==> src/design/psi_pkg.sv <==
// ----------------------------------------------------------------------------
// psi_pkg
// Shared types and codes for the pulse safety interlock: operation and
// start-outcome codes, the one-hot mode encoding, item and config structs.
// ----------------------------------------------------------------------------
package psi_pkg;

   // Operation codes carried by an input item
   typedef enum logic [2:0] {
      OP_ARM    = 3'd0,
      OP_START  = 3'd1,
      OP_TICK   = 3'd2,
      OP_FINISH = 3'd3,
      OP_ESTOP  = 3'd4,
      OP_FAULT  = 3'd5
   } op_type;

   // Start outcome codes, in check order
   typedef enum logic [3:0] {
      SC_ACCEPTED  = 4'd0,
      SC_ESTOP     = 4'd1,
      SC_BUSY      = 4'd2,
      SC_NOT_ARMED = 4'd3,
      SC_COOLDOWN  = 4'd4,
      SC_SENSOR    = 4'd5,
      SC_TOTAL     = 4'd6,
      SC_VERIF     = 4'd7,
      SC_DIAG      = 4'd8
   } start_code_type;

   // Interlock mode, one-hot
   typedef enum logic [5:0] {
      MODE_UNARMED  = 6'b000001,
      MODE_ARMED    = 6'b000010,
      MODE_PULSING  = 6'b000100,
      MODE_COOLDOWN = 6'b001000,
      MODE_FAULTED  = 6'b010000,
      MODE_ESTOPPED = 6'b100000
   } mode_type;

   // Mode codes as reported in a result item
   localparam logic [2:0] MC_UNARMED  = 3'd0;
   localparam logic [2:0] MC_ARMED    = 3'd1;
   localparam logic [2:0] MC_PULSING  = 3'd2;
   localparam logic [2:0] MC_COOLDOWN = 3'd3;
   localparam logic [2:0] MC_FAULTED  = 3'd4;
   localparam logic [2:0] MC_ESTOPPED = 3'd5;

   // Configuration register indexes
   localparam logic [2:0] CSR_PULSE_LENGTH   = 3'd0;
   localparam logic [2:0] CSR_HARD_TIMEOUT   = 3'd1;
   localparam logic [2:0] CSR_COOLDOWN       = 3'd2;
   localparam logic [2:0] CSR_TOTAL_BUDGET   = 3'd3;
   localparam logic [2:0] CSR_DIAG_BUDGET    = 3'd4;
   localparam logic [2:0] CSR_VERIF_BUDGET   = 3'd5;

   typedef struct packed {
      logic [31:0] pulse_length_ms;
      logic [31:0] max_run_ms;
      logic [31:0] cooldown_length_ms;
      logic [15:0] total_budget;
      logic [15:0] diagnostic_budget;
      logic [15:0] verification_budget;
   } cfg_type;

   // Mode, latched flags and per-arming counts (times live in the top level)
   typedef struct packed {
      mode_type    mode;
      logic        estop_latch;
      logic        tripped;
      logic        timed_out;
      logic [15:0] total_count;
      logic [15:0] diagnostic_count;
      logic [15:0] verification_count;
   } state_type;

   typedef struct packed {
      logic [2:0]  op;
      logic        profile_ok;
      logic        stop_released;
      logic        probe_kind;
      logic [31:0] now_ms;
      logic        sensor_ok;
      logic [15:0] current_measured;
      logic [15:0] current_ceiling;
      logic        stop_pressed;
   } req_item_type;

   typedef struct packed {
      logic        ok;
      logic [3:0]  start_code;
      logic [2:0]  mode_now;
      logic        tripped_flag;
      logic        timeout_flag;
      logic        estop_flag;
   } rsp_item_type;

   // One-hot mode to reported code
   function automatic logic [2:0] mode_code(input mode_type m);
      logic [2:0] c;
      case (m)
         MODE_UNARMED:  c = MC_UNARMED;
         MODE_ARMED:    c = MC_ARMED;
         MODE_PULSING:  c = MC_PULSING;
         MODE_COOLDOWN: c = MC_COOLDOWN;
         MODE_FAULTED:  c = MC_FAULTED;
         MODE_ESTOPPED: c = MC_ESTOPPED;
         default:       c = MC_UNARMED;
      endcase
      return c;
   endfunction

endpackage

==> src/design/psi_csr.sv <==
// ----------------------------------------------------------------------------
// psi_csr
// Configuration register file: six write-only registers, all cleared by reset.
// ----------------------------------------------------------------------------
module psi_csr (
   input  logic             clock,
   input  logic             reset,
   input  logic             csr_we,
   input  logic [2:0]       csr_index,
   input  logic [31:0]      csr_wdata,
   output psi_pkg::cfg_type cfg
);
   import psi_pkg::*;

   cfg_type cfg_ff;
   cfg_type cfg_in;

   // Decode one register write
   always_comb begin
      cfg_in = cfg_ff;
      if (csr_we) begin
         case (csr_index)
            CSR_PULSE_LENGTH: cfg_in.pulse_length_ms     = csr_wdata;
            CSR_HARD_TIMEOUT: cfg_in.max_run_ms          = csr_wdata;
            CSR_COOLDOWN:     cfg_in.cooldown_length_ms  = csr_wdata;
            CSR_TOTAL_BUDGET: cfg_in.total_budget        = csr_wdata[15:0];
            CSR_DIAG_BUDGET:  cfg_in.diagnostic_budget   = csr_wdata[15:0];
            CSR_VERIF_BUDGET: cfg_in.verification_budget = csr_wdata[15:0];
            default:          cfg_in = cfg_ff;
         endcase
      end
   end

   always_ff @(posedge clock) begin
      if (reset) begin
         cfg_ff <= '0;
      end else begin
         cfg_ff <= cfg_in;
      end
   end

   assign cfg = cfg_ff;

endmodule

==> src/design/psi_eval.sv <==
// ----------------------------------------------------------------------------
// psi_eval
// Single-pass decision logic: from the current state and one item, the next
// state, the next timestamps and the result item.
// ----------------------------------------------------------------------------
module psi_eval #(
   parameter int TIME_BITS = 32
) (
   input  psi_pkg::req_item_type   item,
   input  psi_pkg::cfg_type        cfg,
   input  psi_pkg::state_type      cur,
   input  logic [TIME_BITS-1:0]    pulse_start,
   input  logic [TIME_BITS-1:0]    cooldown_start,
   output psi_pkg::state_type      nxt,
   output logic [TIME_BITS-1:0]    pulse_start_nxt,
   output logic [TIME_BITS-1:0]    cooldown_start_nxt,
   output psi_pkg::rsp_item_type   result
);
   import psi_pkg::*;

   // compare width covers both elapsed times and 32-bit limits
   localparam int CW = (TIME_BITS > 32) ? TIME_BITS : 32;

   logic [CW-1:0]        now_wide;
   logic [TIME_BITS-1:0] now_t;
   logic [TIME_BITS-1:0] run_el;
   logic [TIME_BITS-1:0] cool_el;
   logic                 cool_short;
   logic                 run_timeout;
   logic                 run_done;
   logic                 ok;
   start_code_type       code;

   // wrapped elapsed times
   assign now_wide    = CW'(item.now_ms);
   assign now_t       = now_wide[TIME_BITS-1:0];
   assign run_el      = now_t - pulse_start;
   assign cool_el     = now_t - cooldown_start;
   assign cool_short  = CW'(cool_el) < CW'(cfg.cooldown_length_ms);
   assign run_timeout = CW'(run_el) >= CW'(cfg.max_run_ms);
   assign run_done    = CW'(run_el) >= CW'(cfg.pulse_length_ms);

   // mode machine
   always_comb begin
      nxt                = cur;
      pulse_start_nxt    = pulse_start;
      cooldown_start_nxt = cooldown_start;
      ok                 = 1'b0;
      code               = SC_ACCEPTED;
      case (item.op)
         OP_ARM: begin
            if (item.profile_ok && item.stop_released && !cur.estop_latch &&
                cur.mode != MODE_FAULTED) begin
               nxt.mode               = MODE_ARMED;
               nxt.total_count        = '0;
               nxt.diagnostic_count   = '0;
               nxt.verification_count = '0;
               nxt.tripped            = 1'b0;
               nxt.timed_out          = 1'b0;
               ok                     = 1'b1;
            end
         end
         OP_START: begin
            if (cur.estop_latch) begin
               code = SC_ESTOP;
            end else if (cur.mode == MODE_PULSING) begin
               code = SC_BUSY;
            end else if (cur.mode != MODE_ARMED && cur.mode != MODE_COOLDOWN) begin
               code = SC_NOT_ARMED;
            end else if (cur.mode == MODE_COOLDOWN && cool_short) begin
               code = SC_COOLDOWN;
            end else if (!item.sensor_ok) begin
               code = SC_SENSOR;
            end else if (cur.total_count >= cfg.total_budget) begin
               code = SC_TOTAL;
            end else if (item.probe_kind &&
                         cur.verification_count >= cfg.verification_budget) begin
               code = SC_VERIF;
            end else if (!item.probe_kind &&
                         cur.diagnostic_count >= cfg.diagnostic_budget) begin
               code = SC_DIAG;
            end else begin
               nxt.total_count = cur.total_count + 16'd1;
               if (item.probe_kind) begin
                  nxt.verification_count = cur.verification_count + 16'd1;
               end else begin
                  nxt.diagnostic_count = cur.diagnostic_count + 16'd1;
               end
               nxt.mode        = MODE_PULSING;
               pulse_start_nxt = now_t;
               nxt.tripped     = 1'b0;
               nxt.timed_out   = 1'b0;
            end
         end
         OP_TICK: begin
            if (item.stop_pressed) begin
               nxt.estop_latch = 1'b1;
               nxt.mode        = MODE_ESTOPPED;
            end else if (cur.mode == MODE_PULSING) begin
               if (item.current_measured > item.current_ceiling) begin
                  nxt.tripped = 1'b1;
                  nxt.mode    = MODE_FAULTED;
               end else if (run_timeout) begin
                  nxt.timed_out = 1'b1;
                  nxt.mode      = MODE_FAULTED;
               end else if (run_done) begin
                  nxt.mode           = MODE_COOLDOWN;
                  cooldown_start_nxt = now_t;
               end else begin
                  ok = 1'b1;
               end
            end
         end
         OP_FINISH: begin
            if (cur.mode == MODE_PULSING) begin
               nxt.mode           = MODE_COOLDOWN;
               cooldown_start_nxt = now_t;
            end
         end
         OP_ESTOP: begin
            nxt.estop_latch = 1'b1;
            nxt.mode        = MODE_ESTOPPED;
         end
         OP_FAULT: begin
            nxt.tripped = 1'b1;
            nxt.mode    = MODE_FAULTED;
         end
         default: begin
            nxt = cur;
         end
      endcase
   end

   // result reports the state after the item
   always_comb begin
      result.ok           = ok;
      result.start_code   = code;
      result.mode_now     = mode_code(nxt.mode);
      result.tripped_flag = nxt.tripped;
      result.timeout_flag = nxt.timed_out;
      result.estop_flag   = nxt.estop_latch;
   end

endmodule

==> src/design/pulse_safety_interlock.sv <==
// ----------------------------------------------------------------------------
// pulse_safety_interlock
// Safety interlock for a pulsed probe: gates arm, start, tick, finish,
// e-stop and fault events against mode, budgets, timers and sensor state.
//
//   channel  direction  handshake              payload
//   req      in         req_valid / req_stall  op, timestamps, sensor inputs
//   rsp      out        rsp_valid / rsp_stall  ok, start_code, mode, flags
//   csr      in         csr_we                 csr_index, csr_wdata
//
// One item per cycle sustained while rsp_stall is low; an item passes the input
// register, then the single decision pass, then the result register.
// Reset is synchronous: mode unarmed, flags, counts, times and registers 0.
// A stalled result holds the result register; the input register keeps
// taking items until it is full, then req_stall rises in the same cycle.
// ----------------------------------------------------------------------------
module pulse_safety_interlock #(
   parameter int TIME_BITS = 32
) (
   input  logic        clock,
   input  logic        reset,
   // input items
   input  logic        req_valid,
   output logic        req_stall,
   input  logic [2:0]  req_op,
   input  logic        req_profile_ok,
   input  logic        req_stop_released,
   input  logic        req_probe_kind,
   input  logic [31:0] req_now_ms,
   input  logic        req_sensor_ok,
   input  logic [15:0] req_current_measured,
   input  logic [15:0] req_current_ceiling,
   input  logic        req_stop_pressed,
   // result items
   output logic        rsp_valid,
   input  logic        rsp_stall,
   output logic        rsp_ok,
   output logic [3:0]  rsp_start_code,
   output logic [2:0]  rsp_mode_now,
   output logic        rsp_tripped_flag,
   output logic        rsp_timeout_flag,
   output logic        rsp_estop_flag,
   // configuration
   input  logic        csr_we,
   input  logic [2:0]  csr_index,
   input  logic [31:0] csr_wdata
);
   import psi_pkg::*;

   cfg_type              cfg;
   req_item_type         req_item;
   req_item_type         item_ff;
   logic                 item_valid_ff;
   logic                 item_valid_in;
   rsp_item_type         rsp_ff;
   rsp_item_type         rsp_in;
   logic                 rsp_valid_ff;
   logic                 rsp_valid_in;
   state_type            state_ff;
   state_type            state_in;
   logic [TIME_BITS-1:0] pulse_start_ff;
   logic [TIME_BITS-1:0] pulse_start_in;
   logic [TIME_BITS-1:0] cooldown_start_ff;
   logic [TIME_BITS-1:0] cooldown_start_in;
   logic                 advance;
   logic                 fire;
   logic                 req_take;

   psi_csr u_csr (
      .clock     (clock),
      .reset     (reset),
      .csr_we    (csr_we),
      .csr_index (csr_index),
      .csr_wdata (csr_wdata),
      .cfg       (cfg)
   );

   // Handshake: result register frees when empty or taken
   assign advance   = !rsp_valid_ff || !rsp_stall;
   assign fire      = item_valid_ff && advance;
   assign req_stall = item_valid_ff && !advance;
   assign req_take  = req_valid && !req_stall;

   always_comb begin
      req_item.op               = req_op;
      req_item.profile_ok       = req_profile_ok;
      req_item.stop_released    = req_stop_released;
      req_item.probe_kind       = req_probe_kind;
      req_item.now_ms           = req_now_ms;
      req_item.sensor_ok        = req_sensor_ok;
      req_item.current_measured = req_current_measured;
      req_item.current_ceiling  = req_current_ceiling;
      req_item.stop_pressed     = req_stop_pressed;
   end

   // Input register valid
   always_comb begin
      if (req_take) begin
         item_valid_in = 1'b1;
      end else if (fire) begin
         item_valid_in = 1'b0;
      end else begin
         item_valid_in = item_valid_ff;
      end
   end

   always_ff @(posedge clock) begin
      if (req_take) begin
         item_ff <= req_item;
      end
   end

   // Decision pass
   psi_eval #(
      .TIME_BITS (TIME_BITS)
   ) u_eval (
      .item               (item_ff),
      .cfg                (cfg),
      .cur                (state_ff),
      .pulse_start        (pulse_start_ff),
      .cooldown_start     (cooldown_start_ff),
      .nxt                (state_in),
      .pulse_start_nxt    (pulse_start_in),
      .cooldown_start_nxt (cooldown_start_in),
      .result             (rsp_in)
   );

   assign rsp_valid_in = advance ? item_valid_ff : rsp_valid_ff;

   // Control and state registers
   always_ff @(posedge clock) begin
      if (reset) begin
         item_valid_ff     <= 1'b0;
         rsp_valid_ff      <= 1'b0;
         state_ff          <= '{mode: MODE_UNARMED, default: '0};
         pulse_start_ff    <= '0;
         cooldown_start_ff <= '0;
      end else begin
         item_valid_ff <= item_valid_in;
         rsp_valid_ff  <= rsp_valid_in;
         if (fire) begin
            state_ff          <= state_in;
            pulse_start_ff    <= pulse_start_in;
            cooldown_start_ff <= cooldown_start_in;
         end
      end
   end

   // Result register
   always_ff @(posedge clock) begin
      if (fire) begin
         rsp_ff <= rsp_in;
      end
   end

   assign rsp_valid        = rsp_valid_ff;
   assign rsp_ok           = rsp_ff.ok;
   assign rsp_start_code   = rsp_ff.start_code;
   assign rsp_mode_now     = rsp_ff.mode_now;
   assign rsp_tripped_flag = rsp_ff.tripped_flag;
   assign rsp_timeout_flag = rsp_ff.timeout_flag;
   assign rsp_estop_flag   = rsp_ff.estop_flag;

   // estopped mode always carries the latch; a later fault op may move a
   // latched interlock on to faulted
   a_estop_mode: assert property (@(posedge clock) disable iff (reset)
      rsp_valid_ff |->
         ((rsp_ff.mode_now == MC_ESTOPPED) ? rsp_ff.estop_flag :
          (!rsp_ff.estop_flag || rsp_ff.mode_now == MC_FAULTED)))
      else $error("estop flag and mode disagree");

   // ok only while armed or pulsing, and never with a start refusal
   a_ok_mode: assert property (@(posedge clock) disable iff (reset)
      (rsp_valid_ff && rsp_ff.ok) |->
         ((rsp_ff.mode_now == MC_ARMED || rsp_ff.mode_now == MC_PULSING) &&
          rsp_ff.start_code == SC_ACCEPTED))
      else $error("ok reported in wrong mode");

   // timeout flag implies a fault or a later e-stop
   a_timeout_mode: assert property (@(posedge clock) disable iff (reset)
      (rsp_valid_ff && rsp_ff.timeout_flag) |->
         (rsp_ff.mode_now == MC_FAULTED || rsp_ff.mode_now == MC_ESTOPPED))
      else $error("timeout flag outside faulted mode");

   // state moves only when an item passes to the result register
   a_state_hold: assert property (@(posedge clock) disable iff (reset)
      !fire |=> $stable(state_ff))
      else $error("state changed without an item");

endmodule

==> config.mk <==
export PLATFORM = sky130hd
export DESIGN_NAME = pulse_safety_interlock
export DESIGN_NICKNAME = d
export VERILOG_FILES = /design/src/design/psi_pkg.sv /design/src/design/psi_csr.sv /design/src/design/psi_eval.sv /design/src/design/pulse_safety_interlock.sv
export SDC_FILE = /design/constraint.sdc
export NUM_CORES = 1
export LEC_CHECK = 0
export ABC_CLOCK_PERIOD_IN_PS = 7400
export BUFFER_PORTS_ARGS = -buffer_cell sky130_fd_sc_hd__buf_2
export CELL_PAD_IN_SITES_DETAIL_PLACEMENT = 1
export CELL_PAD_IN_SITES_GLOBAL_PLACEMENT = 1
export CORE_MARGIN = 1
export CORE_UTILIZATION = 47
export DETAILED_ROUTE_END_ITERATION = 8
export PLACE_DENSITY_LB_ADDON = 0.1
export SYNTH_ARGS = -nofsm -noshare
export SYNTH_HDL_FRONTEND = slang
export SYNTH_SLANG_ARGS = --single-unit
==> constraint.sdc <==
create_clock -name clock -period 7.4 [get_ports clock]
set_clock_uncertainty 0.2 [all_clocks]
set_input_delay 1.48 -clock clock [delete_from_list [all_inputs] [get_ports clock]]
set_output_delay 1.48 -clock clock [all_outputs]
set_load 0.01 [all_outputs]
# Word level (Yosys, flattened, before mapping)

Index checks and enable logic that the tools add are counted.

$add $sub $neg: 5
$lt $le $gt $ge: 7
Eq/ne operators: 37
Muxes and demuxes: 62
Bitwise logic cells: 9
Reduce and logical (&&, ||, !) cells: 36

Operators by type and width:

| kind                                                | number |
|---|---|
| 2-to-1 mux 50 bit                                   | 9 |
| 2-to-1 mux 32 bit                                   | 6 |
| case mux 48 bit (2 select lines)                    | 1 |
| 2-to-1 mux 6 bit                                    | 15 |
| >= comparator 32 bit                                | 2 |
| case mux 32 bit (2 select lines)                    | 1 |
| subtractor 32 bit                                   | 2 |
| adder 16 x 1 -> 16 bit, second input constant       | 3 |
| >= comparator 16 bit                                | 3 |
| case mux 6 bit (6 select lines)                     | 1 |
| less-than comparator 32 bit                         | 1 |
| 2-to-1 mux 16 bit                                   | 2 |
| != test 2 bit, second input constant                | 13 |
| AND reduction 12 bit                                | 2 |
| > comparator 16 bit                                 | 1 |
| case mux 3 bit (5 select lines)                     | 1 |
| 2-to-1 mux 1 bit                                    | 13 |
| equality test 3 x 2 -> 1 bit, second input constant | 4 |
| equality test 3 bit, second input constant          | 4 |
| equality test 6 x 3 -> 1 bit, second input constant | 2 |
| equality test 6 x 4 -> 1 bit, second input constant | 2 |
| 2-to-1 mux 3 bit                                    | 4 |
| AND reduction 2 bit                                 | 6 |
| AND reduction 11 bit                                | 1 |
| other kinds (24)                                    | 57 |

Flip-flop bits (word level): 350
Input bits: 112
Output and inout bits: 13
Logic and storage cells: 191

# Depth between registers and ports, before layout

Word-level depth: 13
Depth in mapped cells: 26
Gate-level depth less buffers: 25

# By module

From an unflattened synthesis, not the netlist that was laid out.

Cells, all modules: 2544
Area, all modules: 23203.5 um^2

Modules (own cells, without submodules):

| module                 | times used | cells each | area each (um^2) | sequential area each (um^2) |
|---|---|---|---|---|
| psi_eval               | 1          | 1418       | 9574.2           | 0.0 |
| pulse_safety_interlock | 1          | 618        | 7961.4           | 4954.8 |
| psi_csr                | 1          | 508        | 5667.9           | 2882.8 |

# Least setup slack after synthesis

OpenSTA, ideal clock, no wires.

Kind: register to register
Start: register item_ff[34] in the netlist's numbering
End: register cooldown_start_ff[1]
Setup time: 128 ps
Arrival time: 5506 ps
Required time: 7072 ps
Setup slack: 1566 ps
Stages on the path, launching flop included: 25
Buffers on the path: 1
Period minus slack after synthesis: 5834 ps
Path through: edfxtp_1 -> inv_1 -> ha_1 -> inv_1 -> fa_1 -> a21o_1 -> a21oi_1 -> o21ai_0 -> a21o_1 -> a221o_1 -> a211o_1 -> a41oi_1 -> nor3_1 -> or3_1 -> ha_1 -> nand4_1 -> inv_1 -> nand3_1 -> or4_1 -> o21ai_0 -> a31oi_1 -> nor4_2 -> buf_2 -> mux2i_1 -> nor2_1

Cells in the longest elaborated chain, start to end: 4
Elaborated cells on any way between the ends: 6
Those cells by class: add/sub (1); order compare (2); eq/ne (2); reduce/logical (1)

RTL lines:

| item                                                                     | RTL line                       | source |
|---|---|---|
| start, declared                                                          | pulse_safety_interlock.sv:52   | `req_item_type item_ff;` |
| start signal, assigned                                                   | pulse_safety_interlock.sv:109  | `item_ff <= req_item;` |
| subtractor 32 bit (*)                                                    | psi_eval.sv:37                 | `assign run_el = now_t - pulse_start;` |
| >= comparator 32 bit (on tied branches)                                  | psi_eval.sv:40, psi_eval.sv:41 |  |
| != test 2 bit (no line) / != test 2 x 1 -> 1 bit (equally long branches) | -                              |  |
| AND reduction 8 bit (no line) (*)                                        | -                              |  |
| end signal, assigned                                                     | pulse_safety_interlock.sv:144  | `cooldown_start_ff <= cooldown_start_in;` |
| end, declared                                                            | pulse_safety_interlock.sv:63   | `logic [TIME_BITS-1:0] cooldown_start_ff;` |

Every way passes the cells marked *; elsewhere a longest branch is shown, timed or not.
A chain may end at the register's enable or synchronous reset.

==> metrics.md <==
| Metric | Value |
|---|---|
| Run status | finished clean |
| Total negative slack | 0 ps |
| Crit path time final | 6758 ps |
| Psw | 1.252 mW |
| DRT Wirelength | 57,830 um |
| Syn nets | 2,720 |
| # resized after CTS | 0 |
| Initial DRC count | 813 |
| Port Buffers | 124 |
| Period utilization | 91.32% |
| Clock Latency Late Sink | 580 ps |
| Clock Root Buffer | clkbuf_16 |
| Top cells by count, synth | nand2_1, a21oi_1, dfxtp_1, inv_1, ha_1 |
| Min Hold Slack | 253.7 ps |
| Synthesized area per cell | 8.380 um^2 |
| Grt ovf | 0 |
| Yosys reg bits | 350 |
| Main synth FF type | dfxtp_1 |
| Post-CTS setup buffers | 0 |
| Sw Ratio | 26.16% |
| Detail Route Antenna Nets | 0 |
| Fillers | 5,004 |
| Top area cells in the synthesized netlist | dfxtp_1, ha_1, edfxtp_1 |
| CTS tree | built |
| Crit path kind | reg2reg |
| WP data required | 7550 ps |
| Share of layout cells above drive strength 1 | 9.427% |
| Int Power | 3.533 mW |
| Hold bufs inserted after CTS | 0 |
| Hold Crit Start | u_csr.cfg[28]$_SDFFE_PP0P_ |
| Initial Util | 47.59% |
| Clock transition at the registers of the reported paths | 60 ps |
| CP startpoint | item_ff[34]$_DFFE_PP_ |
| Critical R2R Launch | item_ff[34]$_DFFE_PP_ |
| GPL Wtd Cong | 0.8752 |
| Number of clock sinks | 350 |
| Placed insts | 2,975 |
| Die footprint | 0.04330 mm^2 |
| Vias per std cell | 5.540 |
| HP Class | reg2reg |
| Synth warn | 0 |
| GRT Total Usage | 26.55% |
| Ant diodes | 0 |
| IO Count | 125 |
| H-tree depth | 2 |
| Core area | 0.04195 mm^2 |
| Slowest stage delay, CP | 460 ps |
| Worst slew pin tran | 1040 ps |
| Seq pwr share | 42.7% |
| Max Freq | 0.1480 GHz |
| Die W | 208.1 um |
| CTS buffer count | 42 |
| Crit end category | flip-flop |
| Die H | 208.1 um |
| Worst slew margin | 30.40% |
| Row count | 75 |
| RSZ-0062 raised after global routing | no |
| CP max FO | 5 |
| Largest net degree at the start of global routing | 100 |
| Max Cap Viol | 0 |
| Power Dens Cells | 212.5 mW/mm^2 |
| Fin nets | 2,818 |
| Fin. max-slew vios | 0 |
| Clock power frac | 44.8% |
| First-pass GRT wire length | 92,130 um |
| Worst vdd ir | 0.2021 mV |
| WL/cell | 18.94 um |
| P_leak | 8.404 nW |
| Residual DRC count | 0 |
| Final std cells w/o fill | 3,053 |
| Gate power share | 12.6% |
| Proportion of netlist area held by the largest area contributor | 26.78% |
| Post-synth EDFFs | 83 |
| Synth cell types | 74 |
| Via count | 16,910 |
| Dpl hpwl | 42,240 um |
| Endpoints failing setup | 0 |
| Vias in the first global route | 17,680 |
| Syn-to-layout area delta | 12.81% |
| Worst setup SP type | flip-flop |
| Async set-or-reset flop fraction in the synthesized netlist | 0% |
| Crit path DAT | 6910 ps |
| Initial antenna violation count | 0 |
| Synth Cell Area | 0.01996 mm^2 |
| Clk buf depth | 3 |
| Top-count cell post-synth | nand2_1 |
| Sequential cell area fraction in the yosys report | 39.27% |
| Cell with the most instances on the worst path | o21ai_0 |
| Critical path's slowest cell | o21ai_0 |
| Crit-path cells | inv_1 -> ha_1 -> inv_1 -> fa_1 -> a21o_1 -> a21oi_1 -> o21ai_0 -> a21o_1 -> a221o_1 -> a211o_1 -> a41oi_1 -> o21bai_1 -> a21oi_1 -> xnor2_1 -> ha_1 -> nand2_1 -> o21ai_0 -> or3_1 -> o31ai_2 -> o21ai_0 -> o21ai_0 -> o32ai_2 -> xnor2_1 -> nor4_1 |
| Drt first pass iters | 5 |
| Final hold vios | 0 |
| Synthesized instance count | 2,382 |
| Top cell type by total area after synthesis | dfxtp_1 |
==> state kept, by name (all words and copies together), names as in the netlist <==
register,count
cooldown_start_ff,32
state_ff,57
item_valid_ff,1
rsp_mode_now,3
rsp_timeout_flag,1
rsp_estop_flag,1
pulse_start_ff,32
rsp_tripped_flag,1
u_csr.cfg,144
rsp_start_code,4
rsp_valid,1
item_ff,72
rsp_ok,1
==> metal layers <==
metal | track usage, % | vias up | routed length [um]
met1 | 33.79 | 8250 | 26330
met5 | 0 | - | 0
met4 | 7.816 | 0 | 1331
li1 | - | 8364 | -
met3 | 2.868 | 77 | 1783
met2 | 47.21 | 222 | 28380
==> placed cells by master (no fill, tap or decap), types with 23 or more instances in the layout <==
master / synthesis / routed
a21o_1: 56 / 56
a21oi_1: 294 / 294
buf_2: 8 / 123
clkbuf_16: 0 / 45
dfxtp_1: 267 / 267
edfxtp_1: 83 / 83
ha_1: 224 / 224
inv_1: 250 / 250
mux2i_1: 35 / 35
nand2_1: 406 / 406
nand3_1: 73 / 73
nand4_1: 34 / 34
nor2_1: 149 / 146
nor3_1: 34 / 33
o21ai_0: 53 / 53
xnor2_1: 70 / 70
xor2_1: 23 / 23
==> cells by family (layout without fill, tap and decap cells) <==
kind of cell               after synthesis  count (layout)  share of synthesized area (%)
AOI/OAI and AO/OA                      533             533                          16.24
xor gates and xnor gates                93              93                          4.081
adders and majority gates              226             226                          14.24
buffers and inverters                  335             467                          6.350
DFF                                    350             350                          39.27
muxes                                   36              36                          1.812
and+or+nand+nor                        809             809                          18.01
==> worst max-delay path: cells and delay by family (launching register included) <==
kind | cells | cell delay (ps)
DFF | 1 | 420
and+or+nand+nor | 3 | 780
adders and majority gates | 3 | 850
buffers and inverters | 2 | 180
AOI/OAI and AO/OA | 14 | 3730
xor gates and xnor gates | 2 | 360
==> metrics by stage <==
stage | setup slack [ps] | area [um^2] | utilization, % | power (mW)
final | 642.1 | 22520 | 53.68 | 4.785
after global routing | 101.6 | 22520 | 53.68 | 4.974
after CTS | 511.5 | 22510 | 53.67 | 4.831
after detailed placement | 567.3 | 21090 | 50.28 | 2.680
after global placement | 873.9 | 21090 | 50.28 | 2.650
after floorplan | 1566 | 19960 | - | 2.471
==> cell type report <==
| class | count | area, um^2 | share of cell area [%] |
|---|---|---|---|
| inverters | 251 | 942.2 | 4.184 |
| clock buffers | 58 | 1225 | 5.440 |
| well taps | 539 | 674.4 | 2.995 |
| flip-flops and latches | 350 | 7838 | 34.81 |
| repair buffers | 138 | 744.5 | 3.306 |
| multi-input cells | 1697 | 10900 | 48.40 |
| clock inverters | 20 | 195.2 | 0.8669 |
==> final timing paths <==
path / cells past startpoint / slack, ps / to
min reg2reg: 2 / 250 / u_csr.cfg[28]$_SDFFE_PP0P_
min: 2 / 250 / u_csr.cfg[28]$_SDFFE_PP0P_
max: 24 / 640 / rsp_mode_now[1]$_DFFE_PP_
max reg2reg: 24 / 640 / rsp_mode_now[1]$_DFFE_PP_
==> power by group through the flow <==
stage | combinational (mW) | sequential (mW) | clock, mW
6_report | 0.601 | 2.04 | 2.14
5_1_grt | 0.671 | 2.05 | 2.26
4_1_cts | 0.602 | 2.04 | 2.19
3_5_place_dp | 0.596 | 2.08 | 0
3_3_place_gp | 0.569 | 2.08 | 0
2_1_floorplan | 0.399 | 2.07 | 0
Note: power is estimated with default switching activity, not from simulation.
